[src/shamh_pkg.sv]
// Package: SHA-256 hasher constants, control struct and round functions.
`timescale 1ns / 1ps
`default_nettype none
package shamh_pkg;

    localparam int WORD_W  = 32;
    localparam int WORDS   = 16;
    localparam int ROUNDS  = 64;
    localparam int CHAIN_N = 8;

    // byte position where the 64-bit length field starts
    localparam logic [5:0] LEN_POS   = 6'd56;
    localparam logic [5:0] LAST_FILL = 6'd63;
    localparam logic [5:0] LAST_ROUND = 6'd63;
    localparam logic [2:0] LAST_IDX  = 3'd7;
    localparam logic [7:0] PAD_BYTE  = 8'h80;
    localparam logic [63:0] BITS_PER_BYTE = 64'd8;

    localparam logic [WORD_W-1:0] INIT_H [CHAIN_N] = '{
        32'h6a09e667, 32'hbb67ae85, 32'h3c6ef372, 32'ha54ff53a,
        32'h510e527f, 32'h9b05688c, 32'h1f83d9ab, 32'h5be0cd19
    };

    localparam logic [WORD_W-1:0] ROUND_K [ROUNDS] = '{
        32'h428a2f98, 32'h71374491, 32'hb5c0fbcf, 32'he9b5dba5,
        32'h3956c25b, 32'h59f111f1, 32'h923f82a4, 32'hab1c5ed5,
        32'hd807aa98, 32'h12835b01, 32'h243185be, 32'h550c7dc3,
        32'h72be5d74, 32'h80deb1fe, 32'h9bdc06a7, 32'hc19bf174,
        32'he49b69c1, 32'hefbe4786, 32'h0fc19dc6, 32'h240ca1cc,
        32'h2de92c6f, 32'h4a7484aa, 32'h5cb0a9dc, 32'h76f988da,
        32'h983e5152, 32'ha831c66d, 32'hb00327c8, 32'hbf597fc7,
        32'hc6e00bf3, 32'hd5a79147, 32'h06ca6351, 32'h14292967,
        32'h27b70a85, 32'h2e1b2138, 32'h4d2c6dfc, 32'h53380d13,
        32'h650a7354, 32'h766a0abb, 32'h81c2c92e, 32'h92722c85,
        32'ha2bfe8a1, 32'ha81a664b, 32'hc24b8b70, 32'hc76c51a3,
        32'hd192e819, 32'hd6990624, 32'hf40e3585, 32'h106aa070,
        32'h19a4c116, 32'h1e376c08, 32'h2748774c, 32'h34b0bcb5,
        32'h391c0cb3, 32'h4ed8aa4a, 32'h5b9cca4f, 32'h682e6ff3,
        32'h748f82ee, 32'h78a5636f, 32'h84c87814, 32'h8cc70208,
        32'h90befffa, 32'ha4506ceb, 32'hbef9a3f7, 32'hc67178f2
    };

    typedef struct packed {
        logic load_byte;   // write one message byte into the block buffer
        logic pad_first;   // 0x80, zeros, and length if it fits
        logic pad_second;  // extra block: zeros and length
        logic round_en;    // one compression round
        logic chain_add;   // fold working vars into chaining words
        logic chain_init;  // restart with initial hash values
    } shamh_ctrl_t;

    function automatic logic [WORD_W-1:0] big_sigma0(input logic [WORD_W-1:0] x);
        return {x[1:0], x[31:2]} ^ {x[12:0], x[31:13]} ^ {x[21:0], x[31:22]};
    endfunction

    function automatic logic [WORD_W-1:0] big_sigma1(input logic [WORD_W-1:0] x);
        return {x[5:0], x[31:6]} ^ {x[10:0], x[31:11]} ^ {x[24:0], x[31:25]};
    endfunction

    function automatic logic [WORD_W-1:0] small_sigma0(input logic [WORD_W-1:0] x);
        return {x[6:0], x[31:7]} ^ {x[17:0], x[31:18]} ^ {3'b000, x[31:3]};
    endfunction

    function automatic logic [WORD_W-1:0] small_sigma1(input logic [WORD_W-1:0] x);
        return {x[16:0], x[31:17]} ^ {x[18:0], x[31:19]} ^ {10'b0, x[31:10]};
    endfunction

endpackage
`default_nettype wire

[src/shamh_msg_if.sv]
// Interface: message byte channel (valid/ready plus byte payload).
`timescale 1ns / 1ps
`default_nettype none
interface shamh_msg_if;
    logic       valid;
    logic       ready;
    logic [7:0] msg_byte;
    logic       byte_present;
    logic       is_last;

    modport source (output valid, output msg_byte, output byte_present, output is_last,
                    input ready);
    modport sink   (input valid, input msg_byte, input byte_present, input is_last,
                    output ready);
endinterface
`default_nettype wire

[src/shamh_digest_if.sv]
// Interface: digest word channel (valid/ready plus digest payload).
`timescale 1ns / 1ps
`default_nettype none
interface shamh_digest_if;
    logic        valid;
    logic        ready;
    logic [31:0] digest_word;
    logic [2:0]  word_index;
    logic        last_word;

    modport source (output valid, output digest_word, output word_index, output last_word,
                    input ready);
    modport sink   (input valid, input digest_word, input word_index, input last_word,
                    output ready);
endinterface
`default_nettype wire

[src/shamh_sched.sv]
// Block buffer and message schedule window: byte loading, padding, W expansion.
`timescale 1ns / 1ps
`default_nettype none
module shamh_sched (
    input  logic                      clk,
    input  shamh_pkg::shamh_ctrl_t    ctrl,
    input  logic [7:0]                msg_byte,
    input  logic [5:0]                fill,
    input  logic [63:0]               bit_len,
    output logic [shamh_pkg::WORD_W-1:0] w_cur
);

    logic [shamh_pkg::WORD_W-1:0] w_reg  [shamh_pkg::WORDS];
    logic [shamh_pkg::WORD_W-1:0] w_next [shamh_pkg::WORDS];
    logic [shamh_pkg::WORD_W-1:0] w_new;
    logic [1:0]                   lane;

    assign w_cur = w_reg[0];
    assign lane  = 2'd3 - fill[1:0];

    // W[t] = s1(W[t-2]) + W[t-7] + s0(W[t-15]) + W[t-16], window slides down
    assign w_new = shamh_pkg::small_sigma1(w_reg[14]) + w_reg[9]
                 + shamh_pkg::small_sigma0(w_reg[1]) + w_reg[0];

    always_comb
    begin
        w_next = w_reg;
        if (ctrl.load_byte)
        begin
            w_next[fill[5:2]][{lane, 3'b000} +: 8] = msg_byte;
        end
        else if (ctrl.pad_first)
        begin
            for (int j = 0; j < shamh_pkg::WORDS; j++)
            begin
                for (int k = 0; k < 4; k++)
                begin
                    if (6'(4 * j + k) == fill)
                    begin
                        w_next[j][31 - 8 * k -: 8] = shamh_pkg::PAD_BYTE;
                    end
                    else if (6'(4 * j + k) > fill)
                    begin
                        w_next[j][31 - 8 * k -: 8] = 8'h00;
                    end
                end
            end
            if (fill < shamh_pkg::LEN_POS)
            begin
                w_next[14] = bit_len[63:32];
                w_next[15] = bit_len[31:0];
            end
        end
        else if (ctrl.pad_second)
        begin
            for (int j = 0; j < shamh_pkg::WORDS - 2; j++)
            begin
                w_next[j] = '0;
            end
            w_next[14] = bit_len[63:32];
            w_next[15] = bit_len[31:0];
        end
        else if (ctrl.round_en)
        begin
            for (int j = 0; j < shamh_pkg::WORDS - 1; j++)
            begin
                w_next[j] = w_reg[j + 1];
            end
            w_next[15] = w_new;
        end
    end

    always_ff @(posedge clk)
    begin
        w_reg <= w_next;
    end

endmodule
`default_nettype wire

[src/shamh_round.sv]
// Shared SHA-256 round unit with working variables and chaining words.
`timescale 1ns / 1ps
`default_nettype none
module shamh_round (
    input  logic                         clk,
    input  logic                         rst_n,
    input  shamh_pkg::shamh_ctrl_t       ctrl,
    input  logic [5:0]                   round_idx,
    input  logic [shamh_pkg::WORD_W-1:0] w_cur,
    input  logic [2:0]                   word_sel,
    output logic [shamh_pkg::WORD_W-1:0] chain_word
);

    logic [shamh_pkg::WORD_W-1:0] chain_reg  [shamh_pkg::CHAIN_N];
    logic [shamh_pkg::WORD_W-1:0] chain_next [shamh_pkg::CHAIN_N];
    logic [shamh_pkg::WORD_W-1:0] v_reg      [shamh_pkg::CHAIN_N];
    logic [shamh_pkg::WORD_W-1:0] v_next     [shamh_pkg::CHAIN_N];
    logic [shamh_pkg::WORD_W-1:0] t1;
    logic [shamh_pkg::WORD_W-1:0] t2;
    logic [shamh_pkg::WORD_W-1:0] ch;
    logic [shamh_pkg::WORD_W-1:0] maj;

    assign chain_word = chain_reg[word_sel];

    assign ch  = (v_reg[4] & v_reg[5]) ^ (~v_reg[4] & v_reg[6]);
    assign maj = (v_reg[0] & v_reg[1]) ^ (v_reg[0] & v_reg[2]) ^ (v_reg[1] & v_reg[2]);
    assign t1  = v_reg[7] + shamh_pkg::big_sigma1(v_reg[4]) + ch
               + shamh_pkg::ROUND_K[round_idx] + w_cur;
    assign t2  = shamh_pkg::big_sigma0(v_reg[0]) + maj;

    // working vars always reload from the new chain words, so they are
    // ready for the next block with no separate load step
    always_comb
    begin
        chain_next = chain_reg;
        v_next     = v_reg;
        if (ctrl.chain_init)
        begin
            chain_next = shamh_pkg::INIT_H;
            v_next     = shamh_pkg::INIT_H;
        end
        else if (ctrl.chain_add)
        begin
            for (int i = 0; i < shamh_pkg::CHAIN_N; i++)
            begin
                chain_next[i] = chain_reg[i] + v_reg[i];
            end
            v_next = chain_next;
        end
        else if (ctrl.round_en)
        begin
            v_next[7] = v_reg[6];
            v_next[6] = v_reg[5];
            v_next[5] = v_reg[4];
            v_next[4] = v_reg[3] + t1;
            v_next[3] = v_reg[2];
            v_next[2] = v_reg[1];
            v_next[1] = v_reg[0];
            v_next[0] = t1 + t2;
        end
    end

    always_ff @(posedge clk or negedge rst_n)
    begin
        if (!rst_n)
        begin
            chain_reg <= shamh_pkg::INIT_H;
            v_reg     <= shamh_pkg::INIT_H;
        end
        else
        begin
            chain_reg <= chain_next;
            v_reg     <= v_next;
        end
    end

endmodule
`default_nettype wire

[src/sha256_message_hasher_unit.sv]
// Top level: SHA-256 hasher fed one byte per transaction, emits eight digest words.
`timescale 1ns / 1ps
`default_nettype none
// SHA-256 hasher. Each msg transaction carries at most one byte (byte_present)
// and may end the message (is_last). A byte that does not complete a 64-byte
// block is just written into the block buffer. The 64th byte of a block starts
// the compression: one round per cycle on a single shared round unit, 64 rounds
// and then a fold into the chaining words, after which msg is ready again.
// On is_last the block is padded and compressed, with one more zero-and-length
// block when 56 to 63 bytes were pending (and after the full block is first
// compressed when the last byte itself completes one), then offers the eight
// digest words H0..H7 on the digest channel, one per cycle while digest.ready
// is high, last_word marking H7. After H7 is taken the hasher restarts for the
// next message. The bit length counts modulo 2^64. The msg channel is not
// ready while a block compresses, and after an is_last transaction it stays
// low until the last digest word is taken.
module sha256_message_hasher_unit (
    input  logic                  clk,
    input  logic                  rst_n,
    shamh_msg_if.sink             msg,
    shamh_digest_if.source        digest
);

    localparam logic [2:0] S_IDLE  = 3'd0;
    localparam logic [2:0] S_PAD1  = 3'd1;
    localparam logic [2:0] S_PAD2  = 3'd2;
    localparam logic [2:0] S_ROUND = 3'd3;
    localparam logic [2:0] S_ADD   = 3'd4;
    localparam logic [2:0] S_OUT   = 3'd5;

    logic [2:0]  state_reg, state_next;
    logic [2:0]  after_reg, after_next;   // where to go once a block is folded in
    logic [5:0]  fill_reg, fill_next;
    logic [63:0] bits_reg, bits_next;
    logic [5:0]  round_reg, round_next;
    logic [2:0]  idx_reg, idx_next;

    logic                   msg_accept;
    logic                   out_accept;
    shamh_pkg::shamh_ctrl_t ctrl;
    logic [31:0]            w_cur;
    logic [31:0]            chain_word;

    assign msg.ready  = (state_reg == S_IDLE);
    assign msg_accept = msg.valid && msg.ready;

    assign digest.valid       = (state_reg == S_OUT);
    assign digest.digest_word = chain_word;
    assign digest.word_index  = idx_reg;
    assign digest.last_word   = (idx_reg == shamh_pkg::LAST_IDX);
    assign out_accept         = digest.valid && digest.ready;

    always_comb
    begin
        state_next = state_reg;
        after_next = after_reg;
        fill_next  = fill_reg;
        bits_next  = bits_reg;
        round_next = round_reg;
        idx_next   = idx_reg;
        ctrl       = '0;

        case (state_reg)
            S_IDLE:
            begin
                if (msg_accept)
                begin
                    if (msg.byte_present)
                    begin
                        ctrl.load_byte = 1'b1;
                        bits_next      = bits_reg + shamh_pkg::BITS_PER_BYTE;
                        fill_next      = fill_reg + 6'd1;   // wraps to 0 on a full block
                    end
                    if (msg.byte_present && fill_reg == shamh_pkg::LAST_FILL)
                    begin
                        state_next = S_ROUND;
                        round_next = '0;
                        after_next = msg.is_last ? S_PAD1 : S_IDLE;
                    end
                    else if (msg.is_last)
                    begin
                        state_next = S_PAD1;
                    end
                end
            end
            S_PAD1:
            begin
                ctrl.pad_first = 1'b1;
                state_next     = S_ROUND;
                round_next     = '0;
                after_next     = (fill_reg < shamh_pkg::LEN_POS) ? S_OUT : S_PAD2;
            end
            S_PAD2:
            begin
                ctrl.pad_second = 1'b1;
                state_next      = S_ROUND;
                round_next      = '0;
                after_next      = S_OUT;
            end
            S_ROUND:
            begin
                ctrl.round_en = 1'b1;
                round_next    = round_reg + 6'd1;
                if (round_reg == shamh_pkg::LAST_ROUND)
                begin
                    state_next = S_ADD;
                end
            end
            S_ADD:
            begin
                ctrl.chain_add = 1'b1;
                state_next     = after_reg;
                idx_next       = '0;
            end
            S_OUT:
            begin
                if (out_accept)
                begin
                    idx_next = idx_reg + 3'd1;
                    if (idx_reg == shamh_pkg::LAST_IDX)
                    begin
                        ctrl.chain_init = 1'b1;
                        fill_next       = '0;
                        bits_next       = '0;
                        state_next      = S_IDLE;
                    end
                end
            end
            default:
            begin
                state_next = S_IDLE;
            end
        endcase
    end

    always_ff @(posedge clk or negedge rst_n)
    begin
        if (!rst_n)
        begin
            state_reg <= S_IDLE;
            after_reg <= S_IDLE;
            fill_reg  <= '0;
            bits_reg  <= '0;
            round_reg <= '0;
            idx_reg   <= '0;
        end
        else
        begin
            state_reg <= state_next;
            after_reg <= after_next;
            fill_reg  <= fill_next;
            bits_reg  <= bits_next;
            round_reg <= round_next;
            idx_reg   <= idx_next;
        end
    end

    shamh_sched u_sched (
        .clk      (clk),
        .ctrl     (ctrl),
        .msg_byte (msg.msg_byte),
        .fill     (fill_reg),
        .bit_len  (bits_reg),
        .w_cur    (w_cur)
    );

    shamh_round u_round (
        .clk        (clk),
        .rst_n      (rst_n),
        .ctrl       (ctrl),
        .round_idx  (round_reg),
        .w_cur      (w_cur),
        .word_sel   (idx_reg),
        .chain_word (chain_word)
    );

endmodule
`default_nettype wire

[src/flat_wrapper.sv]
// flat-port wrapper written by rule: the top's interface ports become plain ports
module sha256_message_hasher_unit_flat 
  (clk, rst_n, msg_valid, msg_msg_byte, msg_byte_present, msg_is_last, msg_ready, digest_valid, digest_digest_word, digest_word_index, digest_last_word, digest_ready);
  shamh_msg_if msg_i ();
  shamh_digest_if digest_i ();
  input  logic clk;
  input  logic rst_n;
  input wire logic [$bits(msg_i.valid)-1:0] msg_valid;
  input wire logic [$bits(msg_i.msg_byte)-1:0] msg_msg_byte;
  input wire logic [$bits(msg_i.byte_present)-1:0] msg_byte_present;
  input wire logic [$bits(msg_i.is_last)-1:0] msg_is_last;
  output wire logic [$bits(msg_i.ready)-1:0] msg_ready;
  output wire logic [$bits(digest_i.valid)-1:0] digest_valid;
  output wire logic [$bits(digest_i.digest_word)-1:0] digest_digest_word;
  output wire logic [$bits(digest_i.word_index)-1:0] digest_word_index;
  output wire logic [$bits(digest_i.last_word)-1:0] digest_last_word;
  input wire logic [$bits(digest_i.ready)-1:0] digest_ready;
  assign msg_i.valid = msg_valid;
  assign msg_i.msg_byte = msg_msg_byte;
  assign msg_i.byte_present = msg_byte_present;
  assign msg_i.is_last = msg_is_last;
  assign msg_ready = msg_i.ready;
  assign digest_valid = digest_i.valid;
  assign digest_digest_word = digest_i.digest_word;
  assign digest_word_index = digest_i.word_index;
  assign digest_last_word = digest_i.last_word;
  assign digest_i.ready = digest_ready;
  sha256_message_hasher_unit u_core (.clk(clk), .rst_n(rst_n), .msg(msg_i), .digest(digest_i));
endmodule
[config.mk]
export PLATFORM = sky130hd
export DESIGN_NAME = sha256_message_hasher_unit_flat
export DESIGN_NICKNAME = d
export VERILOG_FILES = /design/src/shamh_pkg.sv /design/src/shamh_msg_if.sv /design/src/shamh_digest_if.sv /design/src/shamh_sched.sv /design/src/shamh_round.sv /design/src/sha256_message_hasher_unit.sv /design/src/flat_wrapper.sv
export SDC_FILE = /design/constraint.sdc
export NUM_CORES = 2
export LEC_CHECK = 0
export ABC_AREA = 1
export BUFFER_PORTS_ARGS = -buffer_cell sky130_fd_sc_hd__buf_2
export CAP_MARGIN = 20
export CORE_ASPECT_RATIO = 0.7
export CORE_UTILIZATION = 38
export DETAILED_ROUTE_END_ITERATION = 10
export HOLD_SLACK_MARGIN = 0.15
export SLEW_MARGIN = 30
export SYNTH_ARGS = -nofsm -noshare
export SYNTH_HDL_FRONTEND = slang
export SYNTH_SLANG_ARGS = --single-unit
[constraint.sdc]
create_clock -name clk -period 7.1 [get_ports clk]
set_clock_uncertainty 0.05 [all_clocks]
set_input_delay 0.355 -clock clk [delete_from_list [all_inputs] [get_ports clk]]
set_output_delay 0.355 -clock clk [all_outputs]
set_load 0.01 [all_outputs]
==> flow_summary.yaml <==
floorplan:
  fp.dieW_um: 565
  num_rows: 144
  core_area_sq_um: 220000
  start_util_pct: 38.3
  die_h_um: 396
  die_area_sq_um: 224000
  ioPinCount: 52
sta:
  finalHoldViolCount: 0
  setup_viol_count_final: 0
  slew_headroom_pct: 23.2
  fin_crit_sh_pct: 97.5
  fin_hold_ws_ns: 0.267
  max_freq_ghz: 0.144
  rsz0062_at_grt: "yes"
  period_needed_ns: 6.92
  drv_slew: 0
  worstMarginPinSlew_ns: 1.15
final_layout:
  area_growth_pct: 17.1
  final_common_cell: "nand2_1"
  fillers: 22400
  design_area_sq_um: 98700
  fin_nets: 12300
  fin_util_pct: 44.8
  multi_input_area_sq_um: 47800
  regArea_sq_um: 30600
  final_cell_mix: "nand2_1, inv_1, o21ai_0, a21oi_1, nor2_1"
  drive_gt1_share_pct: 14.0
  largest_reg_flops: 480
  fin_cells: 14700
clock_network:
  cts_buffers: 121
  htreeDepth: 3
  clock_sinks: 1106
  cts_buffer_depth: 3
  cts_tree: "yes"
  cts_root_buf: "clkbuf_16"
  clkLatencyLatePin_ns: 0.82
  clk_pin_slew_worst_paths_ns: 0.06
drt:
  wl_per_cell_um: 28.0
  num_vias: 86800
  routed_wl_um: 412000
  via_per_inst: 5.89
  dr.pass1.iters: 6
  drc: 0
  drtIter0Drc: 12300
  antenna_left: 0
place:
  dp.cells: 14500
  placed_cell_area_sq_um: 93000
  io_buffers: 51
  dp_hpwl_um: 323000
  gp_congestion: 1.05
global_routing:
  grt_max_degree: 163
  grt_pass1_vias: 79600
  grt_pass1_wl_um: 581000
  antenna_found_initial: 22
  grtUsageTotal_pct: 35.9
  gr-total-overflow: 0
run_status:
  status: "complete, no violations"
flow_run:
  cap_violations: 0
setup_path:
  worst-path-max-fanout: 4
  worstPathRequired_ns: 7.72
  critical_path_arrival_ns: 7.54
  crit_path_max_incr_delay_ns: 0.50
  cp_slowest_cell: "fa_1"
  start_kind: "register"
  critPathCaptureType: "register"
  critical_path_class: "register to register"
yosys:
  yosys_most_used_dff: "edfxtp_1"
  yosysUniqueCellTypes: 72
  synth_area_sq_um: 84300
  ys_seq_area_share_pct: 36.3
  synthTopCellsByArea: "edfxtp_1, nand2_1, dfrtp_1, dfstp_2, o21ai_0"
  async_reset_ff_share_pct: 53.7
  syn_nets: 11700
  synth_top_area_cell: "edfxtp_1"
  syn_avg_cell_area_sq_um: 7.57
  syn_inst: 11100
  yosysWarnings: 0
  synth_largest_type_area_fraction_pct: 18.2
  synth.ff_latch_count: 1106
  synth_edf_count: 512
hold_path:
  worstHoldPathType: "primary input to register"
## worst paths after layout
path / from / end / slack, ns / cells after the start
worst max register to register: u_core.round_reg[1]$_DFFE_PN0P_ / u_core.u_round.v_reg[245]$_DFFE_PN0P_ / 0.18 / 38
worst min register to register: u_core.u_round.chain_reg[98]$_DFFE_PN1P_ / u_core.u_round.chain_reg[98]$_DFFE_PN1P_ / 0.44 / 2
min in group asynchronous: rst_n / u_core.u_round.chain_reg[252]$_DFFE_PN0P_ / 0.68 / 3
worst min-delay path: msg_msg_byte[7] / u_core.u_sched.w_reg[135]$_DFFE_PP_ / 0.27 / 5
max in group asynchronous: rst_n / u_core.u_round.v_reg[10]$_DFFE_PN1P_ / 4.58 / 5
worst max-delay path: u_core.round_reg[1]$_DFFE_PN0P_ / u_core.u_round.v_reg[245]$_DFFE_PN0P_ / 0.18 / 38
## cell families after synthesis
logic type | after synthesis | synth area share, %
fa+ha+maj | 606 | 10.7
mux | 6 | 0.0727
flops | 1106 | 36.3
simple gates | 4085 | 19.9
xor+xnor | 410 | 4.26
compound gates | 3034 | 20.2
buf+inv | 1888 | 8.57
## timing repair
action                     CTS  global route
setup buffers                4             8
setup endpoints to repair   40            47
hold endpoints to repair   107             0
pin swaps                    5            55
hold buffers                13             0
resized for setup           51           243
## synthesized netlist by cell type (195+ instances only)
library cell  count
inv_1          1404
xor2_1          230
dfrtp_1         322
edfxtp_1        512
nand3_1         466
clkbuf_1        311
nor2_1         1035
ha_1            397
fa_1            195
dfstp_2         272
o21ai_0        1198
a21oi_1        1070
nand2_1        2236
## critical path, delay by kind of cell (launching register included)
| family | cells | cell delay (ns) |
|---|---|---|
| and+or+nand+nor | 10 | 0.99 |
| xor gates and xnor gates | 1 | 0.23 |
| DFF | 1 | 0.40 |
| buffers and inverters | 11 | 1.29 |
| adders and majority gates | 6 | 2.26 |
| AOI/OAI and AO/OA | 10 | 1.56 |
## layer usage
layer  vias to the layer above  global-route usage, %  part of all wire, %
li1                      38600                      -                    -
met1                     42500                   54.2                   45
met2                      4990                   48.3                   39
met3                       614                   10.2                   12
met4                        12                   11.1                  3.6
met5                         -                      0                0.019
## through the flow
stage,setup slack [ns],setup TNS (ns)
2_1_floorplan,0.604,0
3_3_place_gp,-0.796,-18.43
3_5_place_dp,-0.649,-14.58
4_1_cts,0.0170,0
5_1_grt,-0.0873,-0.536
6_report,0.178,0
## layout make-up
cell class,count,area share (%)
multi-input cells,8141,48.4
flip-flops and latches,1106,31.0
repair buffers,904,7.17
inverters,1426,5.45
well taps,2920,3.70
clock buffers,162,3.32
clock inverters,66,0.920
diodes,8,0.0203
Power is not shown: default switching activity piles up to over one toggle a cycle in this logic, so the estimate is an artifact.
